==> src/hdl/deq_pkg.sv <==
// Shared types, codes and constants for the double-ended queue.
package deq_pkg;

    localparam int DEPTH_DEFAULT = 32;
    localparam int DATA_W        = 32;

    localparam logic [2:0] ACT_WALK_FWD = 3'd0;
    localparam logic [2:0] ACT_WALK_BWD = 3'd1;
    localparam logic [2:0] ACT_PUSH_FRT = 3'd2;
    localparam logic [2:0] ACT_PUSH_BCK = 3'd3;
    localparam logic [2:0] ACT_POP_FRT  = 3'd4;
    localparam logic [2:0] ACT_POP_BCK  = 3'd5;
    localparam logic [2:0] ACT_REVERSE  = 3'd6;

    localparam logic [1:0] ST_OK    = 2'd0;
    localparam logic [1:0] ST_EMPTY = 2'd1;
    localparam logic [1:0] ST_FULL  = 2'd2;

    typedef struct packed {
        logic [2:0]               action;
        logic signed [DATA_W-1:0] value;
    } cmd_t;

    typedef struct packed {
        logic signed [DATA_W-1:0] item;
        logic [1:0]               status;
        logic                     last;
    } res_t;

endpackage

==> src/hdl/deq_ram.sv <==
// Generic single-port-write, single-port-read RAM with registered read data.
module deq_ram #(
    parameter int WIDTH = 32,
    parameter int DEPTH = 32,
    localparam int ADDR_W = $clog2(DEPTH)
) (
    input  logic              clk,
    input  logic              we,
    input  logic [ADDR_W-1:0] waddr,
    input  logic [WIDTH-1:0]  wdata,
    input  logic              re,
    input  logic [ADDR_W-1:0] raddr,
    output logic [WIDTH-1:0]  rdata
);

    logic [WIDTH-1:0] mem [DEPTH];

    always_ff @(posedge clk)
    begin
        if (we)
        begin
            mem[waddr] <= wdata;
        end
        if (re)
        begin
            rdata <= mem[raddr];
        end
    end

endmodule

==> src/hdl/deq_ring_add.sv <==
// Shared ring-index adder: base plus offset, wrapped modulo the store depth.
module deq_ring_add import deq_pkg::*; #(
    parameter int DEPTH = DEPTH_DEFAULT,
    localparam int SLOT_W = $clog2(DEPTH)
) (
    input  logic [SLOT_W-1:0] base,
    input  logic [SLOT_W-1:0] offset,
    output logic [SLOT_W-1:0] slot
);

    localparam logic [SLOT_W:0] DEPTH_W = (SLOT_W+1)'(DEPTH);

    logic [SLOT_W:0] sum;
    logic [SLOT_W:0] wrapped;

    assign sum     = {1'b0, base} + {1'b0, offset};
    assign wrapped = sum - DEPTH_W;
    assign slot    = (sum >= DEPTH_W) ? wrapped[SLOT_W-1:0] : sum[SLOT_W-1:0];

endmodule

==> src/hdl/double_ended_queue_top.sv <==
// Double-ended queue: ring store, shared index adder and sequencer.
//
// Usage:
//   cmd channel (cmd_valid/cmd_ready/cmd) carries one action and a push value.
//   res channel (res_valid/res_ready/res) returns item, status and last.
//   A transaction is taken only while the sequencer is idle and the result
//   register is empty or being drained in the same cycle.
//   Push, reverse and any refused or empty action: one result, shown in the
//   cycle after acceptance. Pop: one result, from a store read into the
//   store's read register and then a load into the result register. Walk:
//   one result per stored entry, each from a store read (at acceptance for
//   the first, else in S_FETCH) and a load in S_LOAD; the walk holds the
//   block until the final one, which last marks. Action code 7 is dropped
//   with no result. The single store read port and the shared ring adder
//   set this sequencing. A stalled receiver holds the result register; the
//   sequencer waits until it is free, and nothing is lost.
//   Reset empties the queue and restores natural order; entry contents are
//   left as they are and are never read before being written.
module double_ended_queue_top import deq_pkg::*; #(
    parameter int DEPTH = DEPTH_DEFAULT
) (
    input  logic clk,
    input  logic rst_n,
    input  logic cmd_valid,
    output logic cmd_ready,
    input  cmd_t cmd,
    output logic res_valid,
    input  logic res_ready,
    output res_t res
);

    localparam int SLOT_W = $clog2(DEPTH);
    localparam int OCC_W  = $clog2(DEPTH + 1);

    typedef enum logic [2:0] {
        S_IDLE  = 3'b001,
        S_FETCH = 3'b010,
        S_LOAD  = 3'b100
    } state_t;

    state_t            state_reg, state_next;
    logic [SLOT_W-1:0] front_reg, front_next;
    logic [OCC_W-1:0]  occ_reg, occ_next;
    logic              rev_reg, rev_next;
    logic              walk_reg, walk_next;
    logic              fwd_reg, fwd_next;
    logic [SLOT_W-1:0] k_reg, k_next;
    logic              res_valid_reg;
    res_t              res_reg;

    logic              out_free;
    logic              pf;
    logic              empty;
    logic              full;
    logic [SLOT_W-1:0] occ_lo;
    logic [SLOT_W-1:0] occ_m1;
    logic              load_last;
    logic [SLOT_W-1:0] offset;
    logic [SLOT_W-1:0] slot;
    logic              rd_front;
    logic              ram_we;
    logic              ram_re;
    logic [SLOT_W-1:0] ram_raddr;
    logic [DATA_W-1:0] ram_rdata;
    logic              res_load;
    res_t              res_val;

    assign out_free  = !res_valid_reg || res_ready;
    assign cmd_ready = (state_reg == S_IDLE) && out_free;
    assign res_valid = res_valid_reg;
    assign res       = res_reg;

    assign pf        = (cmd.action[0] == rev_reg);
    assign empty     = (occ_reg == '0);
    assign full      = (occ_reg == OCC_W'(DEPTH));
    assign occ_lo    = occ_reg[SLOT_W-1:0];
    assign occ_m1    = occ_lo - SLOT_W'(1);
    assign load_last = walk_reg ? (k_reg == occ_m1) : 1'b1;
    assign ram_raddr = rd_front ? front_reg : slot;

    deq_ring_add #(
        .DEPTH (DEPTH)
    ) u_ring_add (
        .base   (front_reg),
        .offset (offset),
        .slot   (slot)
    );

    deq_ram #(
        .WIDTH (DATA_W),
        .DEPTH (DEPTH)
    ) u_store (
        .clk   (clk),
        .we    (ram_we),
        .waddr (slot),
        .wdata (cmd.value),
        .re    (ram_re),
        .raddr (ram_raddr),
        .rdata (ram_rdata)
    );

    always_comb
    begin
        state_next = state_reg;
        front_next = front_reg;
        occ_next   = occ_reg;
        rev_next   = rev_reg;
        walk_next  = walk_reg;
        fwd_next   = fwd_reg;
        k_next     = k_reg;
        offset     = '0;
        rd_front   = 1'b0;
        ram_we     = 1'b0;
        ram_re     = 1'b0;
        res_load   = 1'b0;
        res_val    = '{item: '0, status: ST_OK, last: 1'b1};
        case (state_reg)
            S_IDLE:
            begin
                if (cmd_valid && cmd_ready)
                begin
                    case (cmd.action)
                        ACT_WALK_FWD, ACT_WALK_BWD:
                        begin
                            if (empty)
                            begin
                                res_load       = 1'b1;
                                res_val.status = ST_EMPTY;
                            end
                            else
                            begin
                                offset     = pf ? '0 : occ_m1;
                                ram_re     = 1'b1;
                                walk_next  = 1'b1;
                                fwd_next   = pf;
                                k_next     = '0;
                                state_next = S_LOAD;
                            end
                        end
                        ACT_PUSH_FRT, ACT_PUSH_BCK:
                        begin
                            res_load = 1'b1;
                            if (full)
                            begin
                                res_val.status = ST_FULL;
                            end
                            else
                            begin
                                offset   = pf ? SLOT_W'(DEPTH - 1) : occ_lo;
                                ram_we   = 1'b1;
                                occ_next = occ_reg + OCC_W'(1);
                                if (pf)
                                begin
                                    front_next = slot;
                                end
                            end
                        end
                        ACT_POP_FRT, ACT_POP_BCK:
                        begin
                            if (empty)
                            begin
                                res_load       = 1'b1;
                                res_val.status = ST_EMPTY;
                            end
                            else
                            begin
                                offset     = pf ? SLOT_W'(1) : occ_m1;
                                ram_re     = 1'b1;
                                occ_next   = occ_reg - OCC_W'(1);
                                walk_next  = 1'b0;
                                state_next = S_LOAD;
                                if (pf)
                                begin
                                    rd_front   = 1'b1;
                                    front_next = slot;
                                end
                            end
                        end
                        ACT_REVERSE:
                        begin
                            res_load = 1'b1;
                            rev_next = ~rev_reg;
                        end
                        default:
                        begin
                        end
                    endcase
                end
            end
            S_FETCH:
            begin
                offset     = fwd_reg ? k_reg : (occ_m1 - k_reg);
                ram_re     = 1'b1;
                state_next = S_LOAD;
            end
            S_LOAD:
            begin
                if (out_free)
                begin
                    res_load     = 1'b1;
                    res_val.item = ram_rdata;
                    res_val.last = load_last;
                    if (load_last)
                    begin
                        state_next = S_IDLE;
                    end
                    else
                    begin
                        k_next     = k_reg + SLOT_W'(1);
                        state_next = S_FETCH;
                    end
                end
            end
            default:
            begin
                state_next = S_IDLE;
            end
        endcase
    end

    always_ff @(posedge clk or negedge rst_n)
    begin
        if (!rst_n)
        begin
            state_reg     <= S_IDLE;
            front_reg     <= '0;
            occ_reg       <= '0;
            rev_reg       <= 1'b0;
            walk_reg      <= 1'b0;
            fwd_reg       <= 1'b0;
            k_reg         <= '0;
            res_valid_reg <= 1'b0;
        end
        else
        begin
            state_reg <= state_next;
            front_reg <= front_next;
            occ_reg   <= occ_next;
            rev_reg   <= rev_next;
            walk_reg  <= walk_next;
            fwd_reg   <= fwd_next;
            k_reg     <= k_next;
            if (res_load)
            begin
                res_valid_reg <= 1'b1;
            end
            else if (res_ready)
            begin
                res_valid_reg <= 1'b0;
            end
        end
    end

    always_ff @(posedge clk)
    begin
        if (res_load)
        begin
            res_reg <= res_val;
        end
    end

`ifndef ASSERT_OFF
    a_occ_bound: assert property (@(posedge clk) disable iff (!rst_n)
        occ_reg <= OCC_W'(DEPTH))
        else $error("occupancy above depth");

    a_port_excl: assert property (@(posedge clk) disable iff (!rst_n)
        !(ram_we && ram_re))
        else $error("store written and read in one cycle");

    a_walk_index: assert property (@(posedge clk) disable iff (!rst_n)
        (state_reg == S_LOAD && walk_reg) |-> (OCC_W'(k_reg) < occ_reg))
        else $error("walk index past occupancy");

    a_load_wait: assert property (@(posedge clk) disable iff (!rst_n)
        (state_reg == S_LOAD && res_valid_reg && !res_ready) |=> (state_reg == S_LOAD))
        else $error("result dropped while receiver stalls");
`endif

endmodule
==> config.mk <==
export PLATFORM = sky130hd
export DESIGN_NAME = double_ended_queue_top
export DESIGN_NICKNAME = d
export VERILOG_FILES = /design/src/hdl/deq_pkg.sv /design/src/hdl/deq_ram.sv /design/src/hdl/deq_ring_add.sv /design/src/hdl/double_ended_queue_top.sv
export SDC_FILE = /design/constraint.sdc
export NUM_CORES = 1
export LEC_CHECK = 0
export BUFFER_PORTS_ARGS = -buffer_cell sky130_fd_sc_hd__buf_4
export CELL_PAD_IN_SITES_DETAIL_PLACEMENT = 1
export CELL_PAD_IN_SITES_GLOBAL_PLACEMENT = 1
export CORE_ASPECT_RATIO = 0.5
export CORE_MARGIN = 2
export CORE_UTILIZATION = 51
export CTS_CLUSTER_SIZE = 40
export DETAILED_ROUTE_END_ITERATION = 16
export HOLD_SLACK_MARGIN = 0.03
export PLACE_DENSITY = 0.72
export SKIP_LAST_GASP = 1
export SYNTH_ARGS = -nofsm -noshare
export SYNTH_HDL_FRONTEND = slang
export SYNTH_HIERARCHICAL = 1
export SYNTH_SLANG_ARGS = --single-unit
==> constraint.sdc <==
create_clock -name clk -period 7.32 [get_ports clk]
set_clock_uncertainty 0.1 [all_clocks]
set_input_delay 1.464 -clock clk [delete_from_list [all_inputs] [get_ports clk]]
set_output_delay 1.464 -clock clk [all_outputs]
set_load 0.005 [all_outputs]
# Word-level counts from Yosys, hierarchy flattened
# Memories as Yosys holds them, arrays and structs flattened. A register that Yosys moved wholly into a read port is not among the register bits.
# Cells that the tools add are included.
dict set report word_totals {
  wordCells 126
  ram_bits 1024
  input_bits 39
  n_memories 1
  reg_bits 58
  out_inout_bits 37
}
dict set report op_classes {
  addsub 7
  muxes 60
  n_eq_ne 21
  n_reduce_logical 23
  order_cmp 1
  n_bitwise 2
}
# name words word_bits read_ports rd_ports_with_merged_regs write_ports line
set memory_table {}
lappend memory_table {u_store.mem 32 32 1 1 1 deq_ram.sv:16} ;# logic [WIDTH-1:0] mem [DEPTH];
# operator n
set op_table {}
lappend op_table {{$mux W5} 18}
lappend op_table {{$pmux W5 S2} 3}
lappend op_table {{$mux W1} 23}
lappend op_table {{$pmux W5 S3} 1}
lappend op_table {{$ne A2 B2 Y1 const B} 7}
lappend op_table {{$eq A3 B3 Y1 const B} 4}
lappend op_table {{$mux W3} 4}
lappend op_table {{$mux W6} 2}
lappend op_table {{$pmux W6 S2} 1}
lappend op_table {{$reduce_and A5 Y1} 2}
lappend op_table {{$sub A5 B1 Y5 const B} 2}
lappend op_table {{$eq A3 B2 Y1 const B} 3}
lappend op_table {{$pmux W3 S3} 1}
lappend op_table {{$pmux W1 S2} 4}
lappend op_table {{$reduce_and A4 Y1} 2}
lappend op_table {{$reduce_bool A2 Y1} 4}
lappend op_table {{$add A5 B5 Y6} 1}
lappend op_table {{$add A6 B1 Y6 const B} 1}
lappend op_table {{$eq A3 B1 Y1 const B} 2}
lappend op_table {{$eq A6 B6 Y1 const B} 1}
lappend op_table {{$ge A6 B6 Y1 const B} 1}
lappend op_table {{$logic_not A6 Y1} 1}
lappend op_table {{$reduce_and A6 Y1} 1}
lappend op_table {{$reduce_or A2 Y1} 3}
lappend op_table {{other kinds (17)} 22}

# Depth between registers and ports, before layout
dict set report depth {
  depth_word 12
  mapped_depth 20
  depth_no_buf 18
}

# Modules after synthesis
# Netlist, hierarchy kept.
# module area_per_inst_um2 n_inst seq_area_each_um2 cells_each
set modules_own_cells {}
lappend modules_own_cells {deq_ram 40812.9 1 31710.4 2260}
lappend modules_own_cells {double_ended_queue_top 3178.0 1 1627.8 274}
lappend modules_own_cells {deq_ring_add 155.1 1 0.0 19}

# Worst setup path after synthesis
# No wires, ideal clock.
dict set report synth_path {
  kind {input to register}
  from {in res_ready}
  to {mem u_store.mem[18][0], enable pin}
  arrival_time_ps 5458
  path_buffers 1
  path_slack_ps 1341
  stages 13
  setup_ps 421
  required_ps 6799
  cell_sequence {nand2b_1 -> buf_2 -> nand4_1 -> a21oi_1 -> a22o_1 -> ha_1 -> inv_1 -> fa_1 -> nand2b_1 -> a21oi_1 -> xnor2_1 -> or3b_2 -> nor2_1}
}
dict set report synth_via {
  elab_chain_len 8
  elab_cells_between_ends 13
  cone_classes {add/sub: 2; order compare: 1; mux: 7; reduce/logical: 3}
}
# element line
set synth_lines {}
lappend synth_lines {{from (decl)} double_ended_queue_top.sv:28} ;# input logic res_ready,
lappend synth_lines {{$logic_or A1 B1 Y1 (*)} double_ended_queue_top.sv:68} ;# assign out_free = !res_valid_reg || res_ready;
lappend synth_lines {{$logic_and A1 B1 Y1 (*)} double_ended_queue_top.sv:69} ;# assign cmd_ready = (state_reg == S_IDLE) && out_free;
lappend synth_lines {{$logic_and A1 B1 Y1 (*)} double_ended_queue_top.sv:120} ;# if (cmd_valid && cmd_ready)
lappend synth_lines {{$mux W5 (*)} double_ended_queue_top.sv:120}
lappend synth_lines {{$pmux W5 S2 (*)} double_ended_queue_top.sv:117} ;# case (state_reg)
lappend synth_lines {{via offset[0]} double_ended_queue_top.sv:58} ;# logic [SLOT_W-1:0] offset;
lappend synth_lines {{$add A5 B5 Y6 (*)} deq_ring_add.sv:16} ;# assign sum = {1'b0, base} + {1'b0, offset};
lappend synth_lines {{$sub A5 B1 Y5 or $ge A6 B6 Y1 (tied branches)} {deq_ring_add.sv:17, deq_ring_add.sv:18}}
lappend synth_lines {{$mux W5 (*)} deq_ring_add.sv:18} ;# assign slot = (sum >= DEPTH_W) ? wrapped[SLOT_W-1:0] : sum[SLOT_W-1:0];
lappend synth_lines {{via slot[4]} double_ended_queue_top.sv:59} ;# logic [SLOT_W-1:0] slot;
lappend synth_lines {{to (decl)} deq_ram.sv:16}
# Mark *: on every way through the listed nets, which the timed path passes. The rest lies on a longest branch.

# Worst setup path in the final report
dict set report layout_path {
  from {in cmd[32] in the netlist's numbering}
  to {reg u_store.rdata[24], read port of u_store.mem (data pin)}
}
dict set report layout_via {
  elab_chain_len 10
  elab_cells_between_ends 33
  cone_classes {add/sub: 2; order compare: 1; eq/ne: 6; mux: 19; reduce/logical: 5}
}
# element line
set layout_lines {}
lappend layout_lines {{from (decl)} double_ended_queue_top.sv:26} ;# input cmd_t cmd,
lappend layout_lines {{$eq A1 B1 Y1} double_ended_queue_top.sv:73} ;# assign pf = (cmd.action[0] == rev_reg);
lappend layout_lines {{$mux W5, on equally long branches} {double_ended_queue_top.sv:167, double_ended_queue_top.sv:132, double_ended_queue_top.sv:149}}
lappend layout_lines {{$mux W5, on equally long branches} {double_ended_queue_top.sv:160, double_ended_queue_top.sv:125, double_ended_queue_top.sv:143}}
lappend layout_lines {{$pmux W5 S3 (*)} double_ended_queue_top.sv:122} ;# case (cmd.action)
lappend layout_lines {{$mux W5 (*)} double_ended_queue_top.sv:120}
lappend layout_lines {{$pmux W5 S2 (*)} double_ended_queue_top.sv:117}
lappend layout_lines {{via offset[0]} double_ended_queue_top.sv:58}
lappend layout_lines {{$add A5 B5 Y6 (*)} deq_ring_add.sv:16}
lappend layout_lines {{$sub A5 B1 Y5 or $ge A6 B6 Y1 (tied branches)} {deq_ring_add.sv:17, deq_ring_add.sv:18}}
lappend layout_lines {{$mux W5 (*)} deq_ring_add.sv:18}
lappend layout_lines {{via slot[4]} double_ended_queue_top.sv:59}
lappend layout_lines {{$mux W5 (*)} double_ended_queue_top.sv:79} ;# assign ram_raddr = rd_front ? front_reg : slot;
lappend layout_lines {{via ram_raddr[4]} double_ended_queue_top.sv:63} ;# logic [SLOT_W-1:0] ram_raddr;
lappend layout_lines {{to (decl)} deq_ram.sv:13} ;# output logic [WIDTH-1:0] rdata
# Marked as above.
# A chain may end at the register's enable or synchronous reset.

==> results.sh <==
export IMPL_ant_nets=0
export IMPL_cts_max_level=3
export IMPL_fillCellCount=7620
export IMPL_finalHoldViolCount=0
export IMPL_ys_seq_area_share_pct=75.5
export IMPL_yosys_most_used_dff="edfxtp_1"
export IMPL_r2r_start="occ_reg[0]"
export IMPL_synth_cell_types=61
export IMPL_max_slew_margin_pct=21.9
export IMPL_arrival_ns=6.38
export IMPL_rsz0062_at_grt="no"
export IMPL_yosys_warnings=6
export IMPL_start_kind="primary input"
export IMPL_synth_edff_count=1091
export IMPL_cts_num_sinks=1114
export IMPL_cts_tree="done"
export IMPL_clock_latency_ns=0.69
export IMPL_port_buffers=75
export IMPL_clk_path_buf_depth=3
export IMPL_setup_viol=0
export IMPL_p_leak_nw=16.3
export IMPL_fp_dieW_um=420
export IMPL_hold_path_endpoint="rev_reg"
export IMPL_firstDrtPassIters=5
export IMPL_pin_count=76
export IMPL_required_ns=7.62
export IMPL_status="complete, no violations"
export IMPL_ys_seq_elements=1114
export IMPL_ir_drop_uv=268
export IMPL_overflow=0
export IMPL_finalCriticalPeriod_ns=6.08
export IMPL_cp_slowest_stage_delay_ns=0.76
export IMPL_initial_core_util_pct=51.4
export IMPL_final_layout_size_suffix_gt1_share_pct=13.3
export IMPL_powerDensity_nw_per_um2=385
export IMPL_postCtsHoldBufs=0
export IMPL_cts_buffers=95
export IMPL_nets=2726
export IMPL_hold_depth=1
export IMPL_finalPower_mw=19.1
export IMPL_avgSynthCellArea_sq_um=17.3
export IMPL_areaGrowthSynthToFinish_pct=12.7
export IMPL_maxCapViolCount=0
export IMPL_holdWs_ns=0.399
export IMPL_remaining_drc_errors=0
export IMPL_grt_pass1_wl_um=179000
export IMPL_grt_use_total_pct=28.2
export IMPL_wl_per_cell_um=31.7
export IMPL_die_h_um=212
export IMPL_grt_max_degree=72
export IMPL_cts_setup_buffers=0
export IMPL_largest_reg_flops=1024
export IMPL_syn_nets=2610
export IMPL_fin_crit_sh_pct=83.0
export IMPL_clock_root_buffer="clkbuf_16"
export IMPL_syn_cell_area_sq_um=44100
export IMPL_tns_ns=0
export IMPL_hpwl_um=75300
export IMPL_clkTransAtPathRegs_ns=0.07
export IMPL_worst_path_max_delay_cell="xnor2_1"
export IMPL_vias=24528
export IMPL_r2r_cells=18
export IMPL_drt_total_wl_um=124000
export IMPL_hp_start="rev_reg"
export IMPL_syn_inst=2553
export IMPL_die_area_sq_um=89100
export IMPL_crit_fanout=19
export IMPL_final_max_slew_viol_count=0
export IMPL_worstPathCellList="buf_4, xnor2_1, nor2_1, a21oi_1, o22ai_1, a22o_1, ha_1, inv_1, fa_1, nand2b_1, a21oi_1, xnor2_1, mux2_2, or2_2, buf_4, nor3_1, a31oi_1, nand3_1"
export IMPL_drt_iter0_drc=2993
export IMPL_vias_per_cell=6.27
export IMPL_worst_pin_slew_ns=1.17
export IMPL_min_path_type="flop to flop"
export IMPL_max_freq_mhz=165
export IMPL_end_kind="flop"
export IMPL_crit_type="primary input to flop"
export IMPL_ys_async_sr_fraction_pct=2.06
export IMPL_antenna_found_initial=7
export IMPL_core_area_sq_um=85900
export IMPL_place_gp_congestion=0.826
export IMPL_rows=76
export IMPL_r2r_end="u_store/rdata[24]"
export IMPL_cts_resized=0
export IMPL_rrSetupSlack_ns=1.28
export IMPL_first_global_vias=24992
[area by class of cell]
class                      count  area [sq um]  area share, %
sequential                  1114         33300           67.0
multi-input combinational   1281         10200           20.5
clock buffer                 113          2490           5.00
timing repair buffer         159          1540           3.10
tap                         1170          1460           2.94
clock inverter                58           638           1.28
inverter                      18          67.6          0.136
antenna                        1          2.50        0.00503
[Yosys cell counts, types with 4 or more instances]
cell type / n / share of area [%]
edfxtp_1: 1091 / 74
mux2i_1: 514 / 12
nand2_1: 112 / 0.95
a21oi_1: 110 / 1.2
nand3_1: 105 / 1.2
a22oi_1: 96 / 1.6
a22o_1: 65 / 1.3
clkbuf_1: 49 / 0.42
nor2_1: 47 / 0.40
and3_1: 35 / 0.50
nor3_1: 35 / 0.40
a31oi_1: 34 / 0.48
buf_4: 34 / 0.58
buf_2: 31 / 0.35
dfrtp_1: 22 / 1.2
inv_1: 18 / 0.15
buf_6: 16 / 0.41
ha_1: 15 / 0.43
xnor2_1: 12 / 0.24
a21o_1: 9 / 0.15
buf_1: 7 / 0.060
mux2_4: 7 / 0.24
nand2b_1: 7 / 0.099
mux2_2: 6 / 0.15
o21ai_0: 6 / 0.068
nand3b_1: 5 / 0.085
nor2b_1: 5 / 0.071
xor2_1: 4 / 0.079
[worst max path at each step]
stage,from,to,slack [ns],depth (start not counted)
2_1_floorplan,res_ready,u_store/mem[18][0],1.34,13
3_3_place_gp,cmd[32],u_store/rdata[24],0.87,18
3_5_place_dp,cmd[32],u_store/rdata[24],0.72,18
4_1_cts,cmd[32],u_store/rdata[24],1.40,18
5_1_grt,cmd[32],u_store/rdata[24],0.89,18
6_report,cmd[32],u_store/rdata[24],1.24,18
[logic make-up (layout without fill, tap and decap cells)]
| group | Yosys count | in the layout | share of synthesized area, % |
|---|---|---|---|
| other | 0 | 1 | 0 |
| multiplexers | 527 | 527 | 12.0 |
| flip-flops | 1114 | 1114 | 75.5 |
| AO/OA/AOI/OAI | 345 | 345 | 5.40 |
| AND/OR/NAND/NOR | 374 | 374 | 4.09 |
| buffers and inverters | 158 | 348 | 2.01 |
| XOR/XNOR | 17 | 17 | 0.368 |
| adder cells (fa/ha/maj) | 18 | 18 | 0.561 |
[layer usage]
metal | vias to the layer above | track usage [%] | share of wire, %
met5 | - | 0 | 0.010
met3 | 157 | 7.08 | 9.6
met1 | 12968 | 41.7 | 44
met4 | 2 | 5.97 | 1.9
li1 | 10313 | - | -
met2 | 1088 | 42.5 | 45
[per-stage QoR]
| step | utilization [%] | setup slack [ns] | cell area, sq um | std cells |
|---|---|---|---|---|
| finish | 57.9 | 1.24 | 49800 | 3914 |
| global route | 57.9 | 0.890 | 49800 | 3913 |
| CTS | 57.9 | 1.40 | 49800 | 3913 |
| detailed placement | 54.3 | 0.717 | 46600 | 3742 |
| global placement | 54.3 | 0.871 | 46600 | 3742 |
| floorplan | - | 1.34 | 44100 | 2553 |
[placed cells by master, fill, tap and decap left out, types with 3 or more instances in the layout]
master,n
ha_1,15
and3_1,35
a31oi_1,34
clkinv_2,13
nand3_1,105
nor2_4,33
bufinv_16,12
dfrtp_1,22
o21ai_0,6
buf_12,28
clkbuf_1,16
nor3_1,35
nand3b_1,5
clkinvlp_4,5
a22o_1,65
a21oi_1,110
or3b_2,3
o211ai_1,3
mux2_4,7
xnor2_1,12
or2_2,3
buf_4,131
a22oi_1,96
edfxtp_1,1091
nand2b_2,3
mux2i_1,514
fa_1,3
inv_1,18
xor2_1,4
clkinv_1,22
a21o_1,9
nand2_1,110
nand2b_1,4
o22ai_1,3
clkbuf_16,97
mux2_2,5
nor2_1,14
nor2b_1,3
[critical path, delay by kind of cell]
family | cells | cell delay (ns)
compound gates | 5 | 1.03
xor+xnor | 2 | 1.40
fa+ha+maj | 2 | 0.42
buf+inv | 3 | 0.50
mux | 1 | 0.38
simple gates | 5 | 1.17
[where the power goes]
part / switching, mW / leakage [nW] / internal [mW] / total [mW]
clock: 2.33 / 1.51 / 2.86 / 5.19
combinational: 4.20 / 4.68 / 2.25 / 6.45
sequential: 0.177 / 10.1 / 7.32 / 7.50
Note: power is estimated with default switching activity, not from simulation.
